<file path="src/hw/rtl/software_timer_table_defines.svh">
// ----------------------------------------------------------------------------
// Software timer table assertion macros
// Shared concurrent assertion forms for the timer table modules.
// ----------------------------------------------------------------------------
`ifndef SOFTWARE_TIMER_TABLE_DEFINES_SVH
`define SOFTWARE_TIMER_TABLE_DEFINES_SVH

// same-cycle implication
`define STT_ASSERT_IMP(label, clk, rst, ante, cons) \
   label: assert property (@(posedge clk) disable iff (rst) (ante) |-> (cons)) \
      else $error("timer table assertion failed");

// next-cycle implication
`define STT_ASSERT_NXT(label, clk, rst, ante, cons) \
   label: assert property (@(posedge clk) disable iff (rst) (ante) |=> (cons)) \
      else $error("timer table assertion failed");

`endif

</file>
<file path="src/hw/rtl/stt_pkg.sv">
// ----------------------------------------------------------------------------
// Software timer table package
// Sizes, action codes, payload structs and controller/datapath interface.
// ----------------------------------------------------------------------------
`default_nettype none

package stt_pkg;

   localparam int NUM_TIMERS = 16;
   localparam int TIME_BITS  = 32;
   localparam int SLOT_BITS  = $clog2(NUM_TIMERS);
   localparam int ID_W       = 5;
   localparam int ACT_W      = 4;
   localparam int DUR_W      = 32;

   localparam logic [ACT_W-1:0] ACT_TICK            = 4'd0;
   localparam logic [ACT_W-1:0] ACT_START_DELAY     = 4'd1;
   localparam logic [ACT_W-1:0] ACT_START_INTERVAL  = 4'd2;
   localparam logic [ACT_W-1:0] ACT_UPDATE_DELAY    = 4'd3;
   localparam logic [ACT_W-1:0] ACT_UPDATE_INTERVAL = 4'd4;
   localparam logic [ACT_W-1:0] ACT_CREATE_DELAY    = 4'd5;
   localparam logic [ACT_W-1:0] ACT_CREATE_INTERVAL = 4'd6;
   localparam logic [ACT_W-1:0] ACT_CANCEL          = 4'd7;
   localparam logic [ACT_W-1:0] ACT_CANCEL_ALL      = 4'd8;
   localparam logic [ACT_W-1:0] ACT_QUERY           = 4'd9;

   typedef logic [TIME_BITS-1:0] time_ms_type;
   typedef logic [SLOT_BITS-1:0] slot_type;
   typedef logic [ID_W-1:0]      id_type;

   typedef struct packed {
      logic [ACT_W-1:0] action;
      logic [ID_W-1:0]  timer_id;
      logic [DUR_W-1:0] duration_ms;
   } req_payload_type;

   typedef struct packed {
      logic            kind;
      logic [ID_W-1:0] result_id;
      logic            ok;
      logic            last;
   } rsp_payload_type;

   typedef struct packed {
      logic     load_req;
      logic     adv_now;
      logic     rd_en;
      slot_type rd_addr;
      logic     exec;
      logic     scan_step;
      logic     drain;
   } dp_cmd_type;

   typedef struct packed {
      logic is_tick;
      logic is_cmd;
      logic out_free;
      logic expired;
      logic pend_valid;
   } dp_status_type;

endpackage

`default_nettype wire

</file>
<file path="src/hw/rtl/stt_ctrl.sv">
// ----------------------------------------------------------------------------
// Software timer table controller
// Sequences request decode, command execution and the descending slot scan.
// ----------------------------------------------------------------------------
`default_nettype none
`include "software_timer_table_defines.svh"

module stt_ctrl import stt_pkg::*; (
   input  wire logic          clock,
   input  wire logic          reset,
   input  wire logic          req_valid,
   output logic               req_stall,
   input  wire dp_status_type status,
   output dp_cmd_type         cmd
);

   typedef enum logic [2:0] {
      S_IDLE,
      S_DECODE,
      S_EXEC,
      S_SCAN,
      S_DRAIN
   } state_type;

   localparam slot_type LAST_SLOT = SLOT_BITS'(NUM_TIMERS - 1);

   state_type state_ff, state_in;
   slot_type  idx_ff, idx_in;
   logic      req_stall_ff, req_stall_in;
   logic      scan_go;

   assign scan_go = !status.expired || !status.pend_valid || status.out_free;

   always_comb begin
      cmd          = '0;
      cmd.rd_addr  = idx_ff;
      state_in     = state_ff;
      idx_in       = idx_ff;
      unique case (state_ff)
         S_IDLE: begin
            if (req_valid && !req_stall_ff) begin
               cmd.load_req = 1'b1;
               state_in     = S_DECODE;
            end
         end
         S_DECODE: begin
            if (status.is_tick) begin
               cmd.adv_now = 1'b1;
               cmd.rd_en   = 1'b1;
               cmd.rd_addr = LAST_SLOT;
               idx_in      = LAST_SLOT;
               state_in    = S_SCAN;
            end else if (status.is_cmd) begin
               state_in = S_EXEC;
            end else begin
               state_in = S_IDLE;
            end
         end
         S_EXEC: begin
            if (status.out_free) begin
               cmd.exec = 1'b1;
               state_in = S_IDLE;
            end
         end
         S_SCAN: begin
            if (scan_go) begin
               cmd.scan_step = 1'b1;
               if (idx_ff == '0) begin
                  state_in = S_DRAIN;
               end else begin
                  idx_in      = idx_ff - 1'b1;
                  cmd.rd_en   = 1'b1;
                  cmd.rd_addr = idx_ff - 1'b1;
               end
            end
         end
         S_DRAIN: begin
            if (!status.pend_valid || status.out_free) begin
               cmd.drain = 1'b1;
               state_in  = S_IDLE;
            end
         end
         default: begin
            state_in = S_IDLE;
         end
      endcase
      req_stall_in = (state_in != S_IDLE);
   end

   always_ff @(posedge clock) begin
      if (reset) begin
         state_ff     <= S_IDLE;
         idx_ff       <= '0;
         req_stall_ff <= 1'b1;
      end else begin
         state_ff     <= state_in;
         idx_ff       <= idx_in;
         req_stall_ff <= req_stall_in;
      end
   end

   assign req_stall = req_stall_ff;

   `STT_ASSERT_NXT(a_scan_hold, clock, reset, state_ff == S_SCAN && !scan_go, state_ff == S_SCAN && $stable(idx_ff))
   `STT_ASSERT_IMP(a_idle_no_pend, clock, reset, state_ff == S_IDLE, !status.pend_valid)

endmodule

`default_nettype wire

</file>
<file path="src/hw/rtl/stt_datapath.sv">
// ----------------------------------------------------------------------------
// Software timer table datapath
// Slot flags, deadline and period memories, time counter, result register.
// ----------------------------------------------------------------------------
`default_nettype none
`include "software_timer_table_defines.svh"

module stt_datapath import stt_pkg::*; (
   input  wire logic            clock,
   input  wire logic            reset,
   input  wire req_payload_type req_data,
   output rsp_payload_type      rsp_data,
   output logic                 rsp_valid,
   input  wire logic            rsp_stall,
   input  wire dp_cmd_type      cmd,
   output dp_status_type        status
);

   time_ms_type dl_mem [NUM_TIMERS];
   time_ms_type pd_mem [NUM_TIMERS];

   req_payload_type        req_ff;
   time_ms_type            dl_rd_ff, pd_rd_ff;
   slot_type               rd_slot_ff;
   time_ms_type            now_ff, now_in;
   logic [NUM_TIMERS-1:0]  valid_ff, valid_in;
   logic [NUM_TIMERS-1:0]  periodic_ff, periodic_in;
   logic                   pend_valid_ff, pend_valid_in;
   id_type                 pend_id_ff, pend_id_in;
   rsp_payload_type        rsp_ff, rsp_in;
   logic                   rsp_valid_ff, rsp_valid_in;
   logic                   rsp_load;

   logic        dl_we, pd_we;
   slot_type    dl_waddr, pd_waddr;
   time_ms_type dl_wdata, pd_wdata;

   time_ms_type dur;
   slot_type    hit_slot, free_slot;
   id_type      hit_id, free_id, ack_id;
   logic        id_in_range, hit, full, ack_ok;
   logic        do_start, start_per, do_upd_dl, do_upd_pd;
   logic        expired;

   assign dur         = TIME_BITS'(req_ff.duration_ms);
   assign id_in_range = (req_ff.timer_id != '0) && (req_ff.timer_id <= ID_W'(NUM_TIMERS));
   assign hit_slot    = SLOT_BITS'(req_ff.timer_id - 1'b1);
   assign hit         = id_in_range && valid_ff[hit_slot];
   assign hit_id      = ID_W'(hit_slot) + ID_W'(1);
   assign free_id     = ID_W'(free_slot) + ID_W'(1);

   always_comb begin
      free_slot = '0;
      full      = 1'b1;
      for (int i = NUM_TIMERS - 1; i >= 0; i--) begin
         if (!valid_ff[i]) begin
            free_slot = SLOT_BITS'(i);
            full      = 1'b0;
         end
      end
   end

   assign expired = valid_ff[rd_slot_ff] && !(dl_rd_ff > now_ff);

   always_comb begin
      now_in        = cmd.adv_now ? now_ff + 1'b1 : now_ff;
      valid_in      = valid_ff;
      periodic_in   = periodic_ff;
      pend_valid_in = pend_valid_ff;
      pend_id_in    = pend_id_ff;
      rsp_load      = 1'b0;
      rsp_in        = rsp_ff;
      dl_we         = 1'b0;
      dl_waddr      = hit_slot;
      dl_wdata      = now_ff + dur;
      pd_we         = 1'b0;
      pd_waddr      = hit_slot;
      pd_wdata      = dur;
      do_start      = 1'b0;
      start_per     = 1'b0;
      do_upd_dl     = 1'b0;
      do_upd_pd     = 1'b0;
      ack_id        = '0;
      ack_ok        = 1'b0;

      if (cmd.exec) begin
         case (req_ff.action) inside
            ACT_START_DELAY, ACT_START_INTERVAL: begin
               do_start  = 1'b1;
               start_per = (req_ff.action == ACT_START_INTERVAL);
            end
            ACT_UPDATE_DELAY, ACT_UPDATE_INTERVAL, ACT_CREATE_DELAY, ACT_CREATE_INTERVAL: begin
               if (hit) begin
                  ack_id = hit_id;
                  if (req_ff.action == ACT_UPDATE_DELAY || req_ff.action == ACT_CREATE_DELAY) begin
                     do_upd_dl = 1'b1;
                  end else begin
                     do_upd_pd = 1'b1;
                  end
               end else if (req_ff.action == ACT_CREATE_DELAY ||
                            req_ff.action == ACT_CREATE_INTERVAL) begin
                  do_start  = 1'b1;
                  start_per = (req_ff.action == ACT_CREATE_INTERVAL);
               end
            end
            ACT_CANCEL: begin
               if (hit) begin
                  valid_in[hit_slot]    = 1'b0;
                  periodic_in[hit_slot] = 1'b0;
                  ack_id                = hit_id;
               end
            end
            ACT_CANCEL_ALL: begin
               valid_in    = '0;
               periodic_in = '0;
            end
            ACT_QUERY: begin
               if (hit) begin
                  ack_id = hit_id;
               end
            end
            default: begin
            end
         endcase

         if (do_start && !full) begin
            valid_in[free_slot]    = 1'b1;
            periodic_in[free_slot] = start_per;
            dl_we    = 1'b1;
            dl_waddr = free_slot;
            pd_we    = 1'b1;
            pd_waddr = free_slot;
            ack_id   = free_id;
         end
         if (do_upd_dl) begin
            dl_we = 1'b1;
         end
         if (do_upd_pd) begin
            pd_we                 = 1'b1;
            periodic_in[hit_slot] = 1'b1;
         end

         ack_ok = (req_ff.action == ACT_CANCEL_ALL) || (ack_id != '0);
         rsp_load = 1'b1;
         rsp_in   = '{kind: 1'b0, result_id: ack_id, ok: ack_ok, last: 1'b1};
      end

      if (cmd.scan_step && expired) begin
         if (pend_valid_ff) begin
            rsp_load = 1'b1;
            rsp_in   = '{kind: 1'b1, result_id: pend_id_ff, ok: 1'b1, last: 1'b0};
         end
         pend_valid_in = 1'b1;
         pend_id_in    = ID_W'(rd_slot_ff) + ID_W'(1);
         if (periodic_ff[rd_slot_ff]) begin
            dl_we    = 1'b1;
            dl_waddr = rd_slot_ff;
            dl_wdata = now_ff + pd_rd_ff;
         end else begin
            valid_in[rd_slot_ff] = 1'b0;
         end
      end

      if (cmd.drain && pend_valid_ff) begin
         rsp_load      = 1'b1;
         rsp_in        = '{kind: 1'b1, result_id: pend_id_ff, ok: 1'b1, last: 1'b1};
         pend_valid_in = 1'b0;
      end

      if (rsp_load) begin
         rsp_valid_in = 1'b1;
      end else if (rsp_stall) begin
         rsp_valid_in = rsp_valid_ff;
      end else begin
         rsp_valid_in = 1'b0;
      end
   end

   always_ff @(posedge clock) begin
      if (reset) begin
         now_ff        <= '0;
         valid_ff      <= '0;
         periodic_ff   <= '0;
         pend_valid_ff <= 1'b0;
         rsp_valid_ff  <= 1'b0;
      end else begin
         now_ff        <= now_in;
         valid_ff      <= valid_in;
         periodic_ff   <= periodic_in;
         pend_valid_ff <= pend_valid_in;
         rsp_valid_ff  <= rsp_valid_in;
      end
   end

   always_ff @(posedge clock) begin
      if (cmd.load_req) begin
         req_ff <= req_data;
      end
      pend_id_ff <= pend_id_in;
      rsp_ff     <= rsp_in;
   end

   always_ff @(posedge clock) begin
      if (dl_we) begin
         dl_mem[dl_waddr] <= dl_wdata;
      end
      if (pd_we) begin
         pd_mem[pd_waddr] <= pd_wdata;
      end
      if (cmd.rd_en) begin
         dl_rd_ff   <= dl_mem[cmd.rd_addr];
         pd_rd_ff   <= pd_mem[cmd.rd_addr];
         rd_slot_ff <= cmd.rd_addr;
      end
   end

   assign status.is_tick    = (req_ff.action == ACT_TICK);
   assign status.is_cmd     = (req_ff.action >= ACT_START_DELAY) && (req_ff.action <= ACT_QUERY);
   assign status.out_free   = !rsp_valid_ff || !rsp_stall;
   assign status.expired    = expired;
   assign status.pend_valid = pend_valid_ff;

   assign rsp_data  = rsp_ff;
   assign rsp_valid = rsp_valid_ff;

   `STT_ASSERT_NXT(a_drain_last, clock, reset, cmd.drain && pend_valid_ff, rsp_valid_ff && rsp_ff.last && rsp_ff.kind)
   `STT_ASSERT_NXT(a_cancel_all, clock, reset, cmd.exec && req_ff.action == ACT_CANCEL_ALL, valid_ff == '0)

endmodule

`default_nettype wire

</file>
<file path="src/hw/rtl/software_timer_table.sv">
// ----------------------------------------------------------------------------
// Software timer table
// Table of one-shot and periodic timers with an internal millisecond count.
//
// Request channel (req_valid, req_stall, req_data) carries one action per
// transfer: a tick or a timer command. Result channel (rsp_valid, rsp_stall,
// rsp_data) returns one acknowledgement per command, or one fire result per
// expired timer on a tick, highest slot first, with last set on the final one.
// A command passes through decode and execute states and its acknowledgement
// is registered in the output register; the next request can transfer in the
// cycle in which that acknowledgement is presented. A tick advances the count,
// then scans one slot per cycle, unless a fire waits on a held result, through
// the single read port of the deadline and period memories. Undefined action
// codes give nothing. A stalled result holds in the output register; a scan
// waits on a second fire while one is already pending and the output register
// is held. Reset frees every slot and clears the count, with no clearing pass;
// req_stall stays high during reset.
// ----------------------------------------------------------------------------
`default_nettype none

module software_timer_table import stt_pkg::*; (
   input  wire logic            clock,
   input  wire logic            reset,
   input  wire logic            req_valid,
   output logic                 req_stall,
   input  wire req_payload_type req_data,
   output logic                 rsp_valid,
   input  wire logic            rsp_stall,
   output rsp_payload_type      rsp_data
);

   dp_cmd_type    cmd;
   dp_status_type status;

   stt_ctrl u_ctrl (
      .clock     (clock),
      .reset     (reset),
      .req_valid (req_valid),
      .req_stall (req_stall),
      .status    (status),
      .cmd       (cmd)
   );

   stt_datapath u_datapath (
      .clock     (clock),
      .reset     (reset),
      .req_data  (req_data),
      .rsp_data  (rsp_data),
      .rsp_valid (rsp_valid),
      .rsp_stall (rsp_stall),
      .cmd       (cmd),
      .status    (status)
   );

endmodule

`default_nettype wire

</file>
<file path="config.mk">
export PLATFORM = sky130hd
export DESIGN_NAME = software_timer_table
export DESIGN_NICKNAME = d
export VERILOG_FILES = /design/src/hw/rtl/stt_pkg.sv /design/src/hw/rtl/stt_ctrl.sv /design/src/hw/rtl/stt_datapath.sv /design/src/hw/rtl/software_timer_table.sv
export VERILOG_INCLUDE_DIRS = /design/src /design/src/hw/rtl
export SDC_FILE = /design/constraint.sdc
export NUM_CORES = 2
export LEC_CHECK = 0
export BUFFER_PORTS_ARGS = -buffer_cell sky130_fd_sc_hd__buf_2
export CORE_AREA = 2 2 342 344
export DETAILED_ROUTE_END_ITERATION = 16
export DIE_AREA = 0 0 344 346
export PLACE_DENSITY = 0.71
export SETUP_SLACK_MARGIN = 0.3
export SYNTH_ARGS = -nofsm -noshare
export SYNTH_HDL_FRONTEND = slang
export SYNTH_HIERARCHICAL = 1
export SYNTH_SLANG_ARGS = --single-unit
export TNS_END_PERCENT = 10
</file>
<file path="constraint.sdc">
create_clock -name clock -period 9.84 [get_ports clock]
set_input_delay 0.984 -clock clock [delete_from_list [all_inputs] [get_ports clock]]
set_output_delay 0.984 -clock clock [all_outputs]
set_load 0.005 [all_outputs]
</file>
==> qor.yml <==
drt:
  route.final.wire_length_mm: 121
  drtPass1Iterations: 5
  dr.first_iter.drc_count: 3203
  via_count: 27500
  wl_per_cell_um: 26.4
  postRouteAntennaNets: 0
  remaining_drc_errors: 0
  via_to_cell_ratio: 6.02
finish:
  antenna_cells_inserted: 0
  post_route_cells_drive_above_1_share_pct: 23.5
  design.final.nets: 3102
  num-fill-cells: 9309
  regArea_mm2: 0.0358
  mostFrequentLayoutCell: "edfxtp_1"
  multi_input_combinational_cell_area_mm2: 0.0151
  mostFrequentLayoutCells: "edfxtp_1 (1138), mux4_2 (333), nor2_1 (118), clkbuf_16 (117), ha_1 (106)"
  area_delta_synth_final_pct: 12.2
floorplanning:
  ios: 55
  row_count: 125
  core_area_mm2: 0.115
  start_util_pct: 44.6
  die_y_um: 346
  die-width_um: 344
  die_area_mm2: 0.119
clock_tree:
  tritoncts.num_buffers: 115
  ctsRootBufferMaster: "clkbuf_16"
  cts_resized: 0
  cts_tree: "built"
  clock_insertion_delay_worst_skew_ps: 710
  max-clock-path-buffers: 3
  cts_post_setup_buffers_inserted: 0
  cts_htree_levels: 3
  clk_transition_reported_paths_ps: 60
  clkSinkCount: 1220
  cts_hold_buf: 0
pwr:
  power.share.combinational_pct: 2.1
  total_leakage_power_nw: 18.0
  power_frac_seq_pct: 55.4
  p_sw_share_pct: 20.2
  internal_power_mw: 8.24
  netSwitchingPower_mw: 2.09
  power_density_mw_per_mm2: 179
  pwr-share-clk_pct: 42.5
  peakVddDrop_v: 0.000167
yosys:
  syn_area_mm2: 0.0514
  synthSimpleGateAreaFrac_pct: 4.51
  yosys.area_share.xor_xnor_pct: 1.53
  mux_cell_area_share_after_synthesis_pct: 15.0
  ys_dominant_reg_cell: "edfxtp_1"
  synth.top_cells.by_area: "edfxtp_1 (66%), mux4_2 (15%), dfxtp_1 (3.2%)"
  main_combinational_cell_family_by_area_after_synthesis: "multiplexers"
  ys_warn_count: 6
  number_of_register_bits_inferred_by_synthesis: 1220
  synth_adder_area_share_pct: 2.66
  number_of_enable_type_register_cells_in_the_synthesized_netlist: 1138
  synth_top_area_share_pct: 66.4
  avgSynthCellArea_um2: 18.2
  seq_area_frac_synth_pct: 69.6
  postSynth.asyncResetShare_pct: 0
  yosysTopAreaCell: "edfxtp_1"
  synth.net_count: 2985
  synth-compound-area-share_pct: 5.09
  syn_inst: 2832
  synth.lib_cells_used.distinct: 91
timing:
  fmax_ghz: 0.164
  worst_tran_pin_value_ps: 1340
  setup-tns-final_ps: 0
  final.hold.worst_slack_ps: 454
  period_share_pct: 61.9
  post-route-min-period_ps: 6090
  slew_headroom_pct: 8.10
  rsz0062_at_grt: "false"
  worst_clock_skew_on_the_final_layout_ps: 34.3
  maxSlewViolCount: 0
  number_of_hold_violations_in_the_final_report: 0
  final-setup-viol-count: 0
place:
  hpwl_mm: 66.8
  io_buffer_count: 54
  gp_congestion: 0.876
worst_setup_path:
  critical_path.startpoint_type: "flip-flop"
  crit_path_arrival_time_ps: 6490
  crit_path_cell_trace: "inv_1 > ha_1 > a21oi_1 > o221ai_1 > o211ai_1 > a31oi_1 > o21ai_1 > buf_4 > and2_1 > and3b_1 > nor3_2 > nor3_1 > a21oi_4 > buf_4 > mux4_2 > mux4_2"
  critical-path-max-stage-delay_ps: 890
  endpoint_kind: "flip-flop"
  cpMaxStageDelayCell: "buf_4"
  timing.critical_path.required_ps: 10250
  worstSetupPathType: "flip-flop to flip-flop"
  critical_path.max_fanout: 48
global_route:
  grt_antenna_before_repair: 0
  number_of_global_route_vias_before_repair: 27000
  groute.usage.overall_pct: 20.1
  grt_max_degree: 154
  grt_first_pass_wirelength_mm: 178
  grt_remaining_overflow: 0
run_status:
  run_status: "finished clean"
job:
  maxCapViolCount: 0
min_path:
  hold_path.class: "input pin to flip-flop"
-- per-layer routing --
layer  vias up  GRT usage, %  wire (um)
met1     14300          28.8      50400
met5         -             0          0
met3       173          2.81       8400
met2      1164          32.8      59300
li1      11800             -          -
met4         0          4.90       2610
-- path summary, 6_finish.rpt --
kind         slack, ps                                end                               from  cells past startpoint
min reg2reg        460  u_datapath/rsp_data[7]$_SDFF_PP1_  u_datapath/rsp_data[7]$_SDFF_PP1_                      2
max reg2reg       3750  u_datapath/dl_rd_ff[29]$_DFFE_PP_  u_datapath/now_ff[1]$_SDFFE_PP0P_                     16
max               3750  u_datapath/dl_rd_ff[29]$_DFFE_PP_  u_datapath/now_ff[1]$_SDFFE_PP0P_                     16
min                450    u_datapath/req_ff[38]$_DFFE_PP_                       req_data[38]                      1
-- through the flow --
stage	area, um^2	setup slack [ps]	power [mW]	utilization (%)	instances
2_1_floorplan	51400	2910	5.95	-	2832
3_3_place_gp	53900	3850	6.05	46.7	4356
3_5_place_dp	53900	3720	6.05	46.7	4356
4_1_cts	57700	3670	10.4	50.0	4570
5_1_grt	57700	3330	10.6	50.0	4570
6_report	57700	3750	10.3	50.0	4570
-- area by class of cell --
class,count,share of cell area (%)
multi-input cells,1410,26.2
flip-flops and latches,1220,62.1
clock inverters,79,1.25
repair buffers,126,1.47
inverters,76,0.495
well taps,1524,3.31
clock buffers,135,5.23
-- state kept, by name, summed over array words and instances, names as in the netlist, 5 cells and up --
register,count
u_datapath/dl_mem,512
u_datapath/valid_ff,16
u_datapath/dur,32
u_datapath/rsp_data,8
u_datapath/pd_rd_ff,32
u_datapath/pd_mem,512
u_datapath/periodic_ff,16
u_datapath/now_ff,32
u_datapath/pend_id_ff,5
u_datapath/req_ff,9
u_datapath/dl_rd_ff,32
-- critical path: cells and delay by family, from the launching register on --
kind / cells / cell delay [ps]
muxes: 2 / 1160
DFF: 1 / 490
buffers and inverters: 3 / 1270
AOI/OAI and AO/OA: 6 / 1610
and+or+nand+nor: 4 / 890
adders and majority gates: 1 / 330
-- cell families (layout without fill, tap and decap cells) --
group / count (synthesis) / after routing
and+or+nand+nor: 464 / 464
AOI/OAI and AO/OA: 394 / 394
buffers and inverters: 202 / 416
xor gates and xnor gates: 89 / 89
adders and majority gates: 108 / 108
muxes: 355 / 355
DFF: 1220 / 1220
-- power by group through the flow --
| stage | clock network (mW) | logic (mW) | registers (mW) |
|---|---|---|---|
| after global placement | 0 | 0.217 | 5.83 |
| after detailed placement | 0 | 0.221 | 5.83 |
| after CTS | 4.46 | 0.222 | 5.72 |
| final | 4.38 | 0.220 | 5.72 |
| after floorplan | 0 | 0.138 | 5.81 |
| after global routing | 4.64 | 0.240 | 5.72 |
-- cells in the mapped netlist (all sizes together), types with 11 or more instances --
master,instances
xnor2,60
nand2,100
a21oi,102
mux4,333
nand4,21
o21a,20
nor2,136
and3,16
xor2,29
mux2i,16
inv,76
buf,47
and2,12
a211oi,22
dfxtp,82
a31oi,22
clkbuf,78
nand2b,16
nor4,24
nor3,32
o211ai,11
edfxtp,1138
nand3,54
o21ai,88
a21o,25
ha,106
Power figures use the tool's default switching activity.
